**src/stti_pkg.sv**
```systemverilog
// Shared types and constants for the sorted tick table.
// Used by stti_cell, sorted_tick_table_insert_top and the testbench; depends on nothing.
package stti_pkg;

  localparam int unsigned STTI_MAX_ENTRIES = 64;
  localparam int unsigned TICK_W           = 16;
  localparam int unsigned GEM_W            = 8;
  localparam int unsigned TRANS_W          = 8;
  localparam int unsigned IN_TDATA_W       = 32;
  localparam int unsigned OUT_TDATA_W      = 16;

  typedef struct packed {
    logic [TICK_W-1:0]         tick;
    logic [GEM_W-1:0]          gem;
    logic signed [TRANS_W-1:0] trans;
  } stti_entry_t;

  // Per-request strobes broadcast to every cell.
  typedef struct packed {
    logic cmp_en;  // latch compare flags against the new tick
    logic rep_en;  // overwrite the entry whose tick matches
    logic ins_en;  // shift the larger entries up and insert
  } stti_ctl_t;

  typedef enum logic [1:0] {
    ST_IDLE,
    ST_CMP,
    ST_APPLY
  } stti_state_t;

endpackage

```
**src/stti_cell.sv**
```systemverilog
// One cell of the sorted tick table: holds one entry and its valid bit.
// Compares against the broadcast request and takes its lower neighbour's
// entry on insert. Depends on stti_pkg.
module stti_cell (
  input  logic                      clk,
  input  logic                      rst,
  input  stti_pkg::stti_ctl_t       ctl,
  input  stti_pkg::stti_entry_t     req,
  input  logic                      prev_valid,
  input  logic                      prev_ge,
  input  stti_pkg::stti_entry_t     prev_entry,
  output logic                      valid,
  output logic                      ge,
  output logic                      eq,
  output logic [stti_pkg::GEM_W-1:0] match_gem,
  output stti_pkg::stti_entry_t     entry
);
  import stti_pkg::*;

  logic cmp_ge;
  logic cmp_eq;

  // An empty cell behaves as if its tick were above every request.
  assign cmp_ge = !valid || (entry.tick >= req.tick);
  assign cmp_eq = valid && (entry.tick == req.tick);

  always_ff @(posedge clk) begin
    if (rst) begin
      valid <= 1'b0;
      ge    <= 1'b0;
      eq    <= 1'b0;
    end else begin
      if (ctl.cmp_en) begin
        ge <= cmp_ge;
        eq <= cmp_eq;
      end
      if (ctl.ins_en && ge) begin
        valid <= prev_ge ? prev_valid : 1'b1;
      end
    end
  end

  always_ff @(posedge clk) begin
    if (ctl.cmp_en) begin
      match_gem <= cmp_eq ? entry.gem : '0;
    end
    if (ctl.rep_en && eq) begin
      entry.gem   <= req.gem;
      entry.trans <= req.trans;
    end else if (ctl.ins_en && ge) begin
      // First cell at or above the new tick takes the request, the rest shift.
      entry <= prev_ge ? prev_entry : req;
    end
  end

endmodule

```
**src/sorted_tick_table_insert_top.sv**
```systemverilog
// Sorted tick table with insert and replace: a row of MAX_ENTRIES cells,
// ordered by tick. Depends on stti_pkg and stti_cell.
//
// Each request is first accepted, then every cell compares its tick with
// the new one in parallel, and then the row either overwrites the matching
// cell or shifts its upper part up by one cell and inserts. The apply step
// waits while an earlier result is still held on the output. The table
// starts empty after reset; a request with a new tick while all cells are
// in use is dropped and flagged as table_full.
module sorted_tick_table_insert_top #(
  parameter int unsigned MAX_ENTRIES = stti_pkg::STTI_MAX_ENTRIES
) (
  input  logic                                clk,
  input  logic                                rst,
  input  logic                                s_tvalid,
  output logic                                s_tready,
  // [15:0] tick, [23:16] gem_code, [31:24] transpose
  input  logic [stti_pkg::IN_TDATA_W-1:0]     s_tdata,
  output logic                                m_tvalid,
  input  logic                                m_tready,
  // [0] was_replaced, [8:1] old_gem_code, [9] table_full, [15:10] zero
  output logic [stti_pkg::OUT_TDATA_W-1:0]    m_tdata
);
  import stti_pkg::*;

  stti_state_t state, state_next;
  stti_ctl_t   ctl;
  stti_entry_t req;

  logic             cell_valid [MAX_ENTRIES];
  logic             cell_ge    [MAX_ENTRIES];
  logic             cell_eq    [MAX_ENTRIES];
  logic [GEM_W-1:0] cell_mgem  [MAX_ENTRIES];
  stti_entry_t      cell_entry [MAX_ENTRIES];

  logic             any_eq;
  logic [GEM_W-1:0] old_gem;
  logic             full;
  logic             out_free;
  logic             apply_go;

  logic             res_replaced;
  logic [GEM_W-1:0] res_gem;
  logic             res_full;

  genvar g;
  generate
    for (g = 0; g < MAX_ENTRIES; g++) begin : g_cell
      if (g == 0) begin : g_first
        stti_cell u_cell (
          .clk        (clk),
          .rst        (rst),
          .ctl        (ctl),
          .req        (req),
          .prev_valid (1'b0),
          .prev_ge    (1'b0),
          .prev_entry (req),
          .valid      (cell_valid[g]),
          .ge         (cell_ge[g]),
          .eq         (cell_eq[g]),
          .match_gem  (cell_mgem[g]),
          .entry      (cell_entry[g])
        );
      end else begin : g_rest
        stti_cell u_cell (
          .clk        (clk),
          .rst        (rst),
          .ctl        (ctl),
          .req        (req),
          .prev_valid (cell_valid[g-1]),
          .prev_ge    (cell_ge[g-1]),
          .prev_entry (cell_entry[g-1]),
          .valid      (cell_valid[g]),
          .ge         (cell_ge[g]),
          .eq         (cell_eq[g]),
          .match_gem  (cell_mgem[g]),
          .entry      (cell_entry[g])
        );
      end
    end
  endgenerate

  // At most one cell matches, so an OR gathers its gem code.
  always_comb begin
    any_eq  = 1'b0;
    old_gem = '0;
    for (int i = 0; i < MAX_ENTRIES; i++) begin
      any_eq  = any_eq | cell_eq[i];
      old_gem = old_gem | cell_mgem[i];
    end
  end

  assign full     = cell_valid[MAX_ENTRIES-1];
  assign out_free = !m_tvalid || m_tready;
  assign apply_go = (state == ST_APPLY) && out_free;

  always_ff @(posedge clk) begin
    if (rst) begin
      state <= ST_IDLE;
    end else begin
      state <= state_next;
    end
  end

  always_comb begin
    state_next = state;
    ctl        = '0;
    s_tready   = 1'b0;
    case (state)
      ST_IDLE: begin
        s_tready = 1'b1;
        if (s_tvalid) begin
          state_next = ST_CMP;
        end
      end
      ST_CMP: begin
        ctl.cmp_en = 1'b1;
        state_next = ST_APPLY;
      end
      ST_APPLY: begin
        // Hold until the previous result has been taken.
        if (out_free) begin
          ctl.rep_en = any_eq;
          ctl.ins_en = !any_eq && !full;
          state_next = ST_IDLE;
        end
      end
      default: begin
        state_next = ST_IDLE;
      end
    endcase
  end

  always_ff @(posedge clk) begin
    if (s_tvalid && s_tready) begin
      req.tick  <= s_tdata[TICK_W-1:0];
      req.gem   <= s_tdata[TICK_W+GEM_W-1:TICK_W];
      req.trans <= s_tdata[TICK_W+GEM_W+TRANS_W-1:TICK_W+GEM_W];
    end
  end

  always_ff @(posedge clk) begin
    if (rst) begin
      m_tvalid <= 1'b0;
    end else if (apply_go) begin
      m_tvalid <= 1'b1;
    end else if (m_tready) begin
      m_tvalid <= 1'b0;
    end
  end

  always_ff @(posedge clk) begin
    if (apply_go) begin
      res_replaced <= any_eq;
      res_gem      <= old_gem;
      res_full     <= !any_eq && full;
    end
  end

  assign m_tdata = {{(OUT_TDATA_W-GEM_W-2){1'b0}}, res_full, res_gem, res_replaced};

endmodule

```
**config.mk**
```make
export PLATFORM = sky130hd
export DESIGN_NAME = sorted_tick_table_insert_top
export DESIGN_NICKNAME = d
export VERILOG_FILES = /design/src/stti_pkg.sv /design/src/stti_cell.sv /design/src/sorted_tick_table_insert_top.sv
export SDC_FILE = /design/constraint.sdc
export NUM_CORES = 2
export LEC_CHECK = 0
export BUFFER_PORTS_ARGS = -buffer_cell sky130_fd_sc_hd__buf_4
export CAP_MARGIN = 20
export CORE_ASPECT_RATIO = 0.8
export CORE_UTILIZATION = 55
export CTS_CLUSTER_DIAMETER = 120
export DETAILED_ROUTE_END_ITERATION = 7
export PLACE_DENSITY = 0.71
export REMOVE_ABC_BUFFERS = 1
export SLEW_MARGIN = 15
export SYNTH_ARGS = -nofsm -noshare
export SYNTH_HDL_FRONTEND = slang
export SYNTH_SLANG_ARGS = --single-unit
```
**constraint.sdc**
```tcl
create_clock -name clk -period 21.9 [get_ports clk]
set_input_delay 3.285 -clock clk [delete_from_list [all_inputs] [get_ports clk]]
set_output_delay 3.285 -clock clk [all_outputs]
set_load 0.01 [all_outputs]
```
==> Yosys cells after proc, flatten, opt, wreduce, memory -nomap -nowiden <==
Index checks and enable logic that the tools add are counted.
{ "word_totals": {"regBits": 2789, "romBits": 0, "ramBits": 0, "inputBits": 36, "latchBits": 0, "wordCells": 1498, "n_memories": 0, "out_inout_bits": 18} }
{ "classes": {"n_mul": 0, "shift": 0, "bitwise_logic": 190, "eq_ne": 68, "reduce_logical": 458, "addsub": 0, "mux": 263, "magnitude_cmp": 64, "n_div": 0} }
{ "ops": {"columns": ["op", "n"], "rows": [
  ["$mux 16", 128],
  ["$mux 32", 63],
  ["$eq 16x16->1", 64],
  ["$ge 16x16->1", 64],
  ["$or 8x8->8", 63],
  ["$logic_and 1x1->1", 196],
  ["$reduce_and 2->1", 65],
  ["$reduce_bool 2->1", 65],
  ["$mux 1", 67],
  ["$logic_not 1->1", 66],
  ["$logic_or 1x1->1", 65],
  ["$not 1->1", 64],
  ["$or 1x1->1", 63],
  ["$mux 2", 4],
  ["$pmux 2 s3", 1],
  ["$ne 2x2->1 const B", 2],
  ["$eq 2x1->1 const B", 1],
  ["$eq 2x2->1 const B", 1],
  ["$logic_not 2->1", 1]
]} }

==> Logic depth before layout (Yosys ltp) <==
{ "logic_depth": {"ltp_word": 70, "ltp_mapped": 9, "depth_no_buf": 7} }

==> Hierarchy <==
From an unflattened synthesis, not the netlist that was laid out.
{ "hier_totals": {"cells_unflattened": 11587, "hier_area_um2": 141140.4} }
{ "modules_own_cells": {"columns": ["mod", "area_each_um2", "cells_each", "n_inst", "seq_area_each_um2"], "rows": [
  ["stti_cell", 2163.3, 177, 64, 1261.2],
  ["sorted_tick_table_insert_top", 2687.6, 259, 1, 1321.3]
]} }

==> Worst setup path after synthesis <==
No wires, ideal clock.
{ "synth_path": {"kind": "register to register", "startpoint": "register state[1]", "endpoint": "register g_cell[0].g_first.u_cell.match_gem[0] (netlist name) (enable)", "path_stages_with_launch": 6, "path_slack_ps": 5752, "period_less_slack_ps": 16148, "n_path_buf": 3, "arrival_time_ps": 15074, "t_required_ps": 20826, "path_cell_list": "dfxtp_1 nand2b_1 inv_1 clkbuf_1 clkbuf_1 buf_1"} }
{ "synth_via": {"elab_chain_len": 2} }
{ "synth_rtl": {"columns": ["element", "line_no", "text"], "rows": [
  ["start, declared", "sorted_tick_table_insert_top.sv:26", "stti_state_t state, state_next;"],
  ["start signal, assigned", "sorted_tick_table_insert_top.sv:101", "state <= state_next;"],
  ["$eq 2x1->1", "sorted_tick_table_insert_top.sv:109", "case (state)"],
  ["$mux 1", "sorted_tick_table_insert_top.sv:109", null],
  ["end signal, assigned", "stti_cell.sv:45", "match_gem <= cmp_eq ? entry.gem : '0;"],
  ["end, declared", "stti_cell.sv:15", "output logic [stti_pkg::GEM_W-1:0] match_gem,"]
]} }
No other way between the ends.
A chain may end at the register's enable or synchronous reset.

==> Final worst setup path <==
{ "layout_path": {"startpoint": "input port m_tready", "endpoint": "register g_cell[15].g_rest.u_cell.entry[15] (netlist name) (data pin)"} }
{ "layout_via": {"elab_chain_len": 5} }
{ "layout_rtl": {"columns": ["element", "line_no", "text"], "rows": [
  ["start, declared", "sorted_tick_table_insert_top.sv:20", "input logic m_tready,"],
  ["$logic_or 1x1->1", "sorted_tick_table_insert_top.sv:94", "assign out_free = !m_tvalid || m_tready;"],
  ["$mux 2", "sorted_tick_table_insert_top.sv:122", "if (out_free) begin"],
  ["$mux 2", "sorted_tick_table_insert_top.sv:109", null],
  ["$logic_and 1x1->1", "stti_cell.sv:47", "if (ctl.rep_en && eq) begin"],
  ["$mux 16", "stti_cell.sv:47", null],
  ["end signal, assigned", "stti_cell.sv:52", "entry <= prev_ge ? prev_entry : req;"],
  ["end, declared", "stti_cell.sv:16", "output stti_pkg::stti_entry_t entry"]
]} }
No other way between the ends.

==> flow_summary_export.csv <==
group,metric,value,unit
synth,yosysTopAreaCellShare,54.29,%
finish,fillers,15941,
global_routing,grt_usage,29.33,%
power_and_ir_drop,p_switching,2.251,mW
route,drt-wirelength-per-cell,25.70,um
critical_path,cpMostUsedCell,"buf_4",
timing,min_period,6.281,ns
synth,yosysUniqueCellTypes,50,
route,firstDrtPassIters,8,
min_path,hold_class,"flip-flop to flip-flop",
synth,syn_area,115200,sq um
clocking,cts.clk_slew.worst_paths,0.06,ns
finish,final_common_cell,"edfxtp_1",
global_routing,grtUsageMet2,44.19,%
global_routing,grt.overflow.total,0,
power_and_ir_drop,p_int,7.362,mW
timing,setup_tns,0,ns
floorplan,core_region_area,207100,sq um
clocking,clk-insertion-delay-late,0.86,ns
clocking,clock_path_buffers,3,
power_and_ir_drop,power.density,76.63,nW/um^2
timing,max_freq,0.1592,GHz
route,drtAntennaViolNets,0,
synth,avgSynthCellArea,12.26,sq um
floorplan,pin_count,54,
critical_path,path_buf_inv,4,
synth,syn-instance-count,9390,
critical_path,path_depth,8,
synth,synth_area_leaders,"edfxtp_1 (54%), ha_1 (11%), mux2_2 (5.2%)",
clocking,post_cts_resized,0,
power_and_ir_drop,vdd_drop_max,0.08421,mV
critical_path,critPathCaptureType,"flip-flop",
power_and_ir_drop,pwr-share-comb,8.0,%
critical_path,path_class,"primary input to flip-flop",
placed_design,hpwl,211000,um
power_and_ir_drop,switching_share,23.41,%
placed_design,numPortBuffers,39,
synth,ys_warn_count,0,
critical_path,required,22.50,ns
clocking,clock_tree.root_cell,"clkbuf_16",
timing,hold_viol,0,
synth,synth-seq-cells,2277,
critical_path,crit_fanout,42,
clocking,htree_levels,4,
critical_path,r2r_cells,7,
critical_path,slowest_stage,"buf_4",
floorplan,die_area,211200,sq um
critical_path,r2r_end,"g_cell[63].g_rest.u_cell.entry[10]",
timing,relSlewSlack,15.36,%
synth,synth_async_sr_flop_share,0,%
timing,finalClockSkew,0.03502,ns
placed_design,gp_congestion,0.9419,
timing,rsz0062_at_grt,"no",
route,routed_wirelength,313400,um
clocking,ctsHoldBuffers,0,
timing,timing.hold.ws,0.5063,ns
route,drtIter0Drc,9529,
floorplan,start_util,55.60,%
global_routing,gr-usage-met3,7.117,%
timing,fin_crit_sh,28.68,%
job,cap_violations,0,
critical_path,cp.arrival,6.88,ns
global_routing,grt_max_degree,162,
power_and_ir_drop,p_clk_share,40.6,%
timing,slew_violations,0,
clocking,cts_tree,"built",
synth,yosysSeqAreaShare,57.68,%
synth,synth_flop_cell,"edfxtp_1",
global_routing,use_met1,41.91,%
finish,final_core_util,60.56,%
critical_path,endpoint,"g_cell[15].g_rest.u_cell.entry[15]",
finish,drive_gt1_share,12.29,%
timing,setup_ws,15.62,ns
run_status,violations,"DRC",
global_routing,grt_antenna_before_repair,24,
critical_path,cp_cell_sequence,"buf_4 -> nand2b_1 -> nand2_4 -> buf_4 -> inv_6 -> buf_4 -> a31oi_2 -> mux2_2",
critical_path,crit_path_start,"m_tready",
power_and_ir_drop,seqPwrFrac,51.3,%
route,viasPerCell,6.526,
route,drcViolationCount,3,
clocking,numCtsBuffers,217,
clocking,cts_setup_buffers,0,
power_and_ir_drop,power.total,9.612,mW
run_status,status,"finished with violations",
timing,tightest_slew,1.258,ns
route,vias,79571,
critical_path,rr_startpoint,"g_cell[39].g_rest.u_cell.eq",
synth,yosysTopAreaCell,"edfxtp_1",
timing,setup_viol,0,
critical_path,r2r_slack,16.66,ns
floorplan,rows,149,
finish,fin_nets,10274,
floorplan,fp.dieW,513.6,um
finish,synthToLayoutAreaGrowth,8.929,%
finish,most-common-layout-cells,"edfxtp_1 (2082), nand2_1 (1067), ha_1 (1024), o21ai_0 (976), mux2_2 (535)",
critical_path,critPathMaxStageDelay,0.92,ns
clocking,cts_sinks,2277,
global_routing,grt_pass1_vias,78013,
floorplan,die_y,411.3,um
critical_path,start_kind,"primary input",
global_routing,grt_pass1_wl,473200,um
global_routing,busiest_layer,"met2",
synth,synth-edff-count,2082,
placed_design,pre_cts_ws,14.92,ns
critical_path,cp_top_family,"buffers and inverters",
power_and_ir_drop,leakagePower,45.33,nW
## metal layers
metal | share of wire [%] | routed length, um | vias up
li1 | - | - | 35792
met1 | 42 | 133100 | 39069
met2 | 43 | 136000 | 3988
met3 | 11 | 34370 | 700
met4 | 3.1 | 9608 | 22
met5 | 0.080 | 251 | -
## sequential cells by signal, indices dropped and copies added, names as in the netlist
name	count
m_tvalid	1
g_cell.g_first.u_cell.entry	24
g_cell.g_rest.u_cell.entry	1512
res_replaced	1
g_cell.g_first.u_cell.eq	1
g_cell.g_rest.u_cell.valid	63
res_full	1
res_gem	8
req	24
g_cell.g_rest.u_cell.eq	63
g_cell.g_first.u_cell.valid	1
g_cell.g_rest.u_cell.ge	63
g_cell.g_first.u_cell.match_gem	8
g_cell.g_first.u_cell.ge	1
state	2
g_cell.g_rest.u_cell.match_gem	504
## cells in the mapped netlist, drive strengths merged (2+ instances only)
cell     count
edfxtp    2082
nand2     1068
ha        1024
o21ai      976
mux2       567
clkbuf     536
and3       468
a21oi      354
nand4      342
nor4       204
nor2       203
dfxtp      195
a31oi      188
a21o       182
inv        150
and2       129
nor2b      117
nand3       78
a211oi      74
a221oi      61
a2111oi     57
o211ai      51
o31ai       51
buf         45
nand4b      35
o21a        26
clkinv      16
nand3b      16
nor3        16
a311oi      15
nand2b      11
and4        10
o211a        9
or3          9
or4          8
o311ai       7
a221o        3
a211o        2
## final cells by class
type                       instances  area, sq um  area share, %
antenna                            2        5.005       0.003990
clock buffer                     292         6061          4.832
multi-input combinational       6371        46040          36.71
tap                             2793         3495          2.786
inverter                         166        716.9         0.5715
clock inverter                   111         1260          1.004
sequential                      2277        66420          52.95
timing repair buffer             181         1434          1.143
## through the flow
stage,area [sq um],cells
after detailed placement,118000,11782
after global placement,118000,11779
final,125400,12193
after floorplan,112900,8814
after global routing,125400,12191
after CTS,125400,12185
## power groups by stage
| stage | sequential (mW) | clock [mW] | combinational, mW |
|---|---|---|---|
| after CTS | 4.93 | 3.92 | 0.757 |
| after global routing | 4.94 | 4.09 | 0.847 |
| after floorplan | 5.03 | 0 | 0.488 |
| after detailed placement | 5.02 | 0 | 0.750 |
| after global placement | 5.02 | 0 | 0.714 |
| final | 4.93 | 3.91 | 0.773 |
## tightest hold or removal path, stage by stage (launching register included)
cell and delay (ns):
dfxtp_1 0.33, nand2b_1 0.07, a21oi_1 0.06
## worst min path at each step
stage,startpoint,end,slack [ns],cells after the start
2_1_floorplan,req[17],g_cell[0].g_first.u_cell.entry[17],0.43,0
3_5_place_dp,g_cell[5].g_rest.u_cell.eq,g_cell[5].g_rest.u_cell.eq,0.49,2
5_1_grt,g_cell[6].g_rest.u_cell.eq,g_cell[6].g_rest.u_cell.eq,0.53,2
3_3_place_gp,g_cell[5].g_rest.u_cell.eq,g_cell[5].g_rest.u_cell.eq,0.49,2
4_1_cts,state[1],m_tvalid,0.51,2
6_report,state[1],m_tvalid,0.51,2
## cell families after synthesis
logic type	after synthesis	share of synthesized area [%]
AND/OR/NAND/NOR	2714	12.01
flip-flops	2277	57.68
AO/OA/AOI/OAI	2060	11.15
adder cells (fa/ha/maj)	1024	11.13
buffers and inverters	747	2.489
multiplexers	567	5.545
other	1	0.003256
Note: power is estimated with default switching activity, not from simulation.
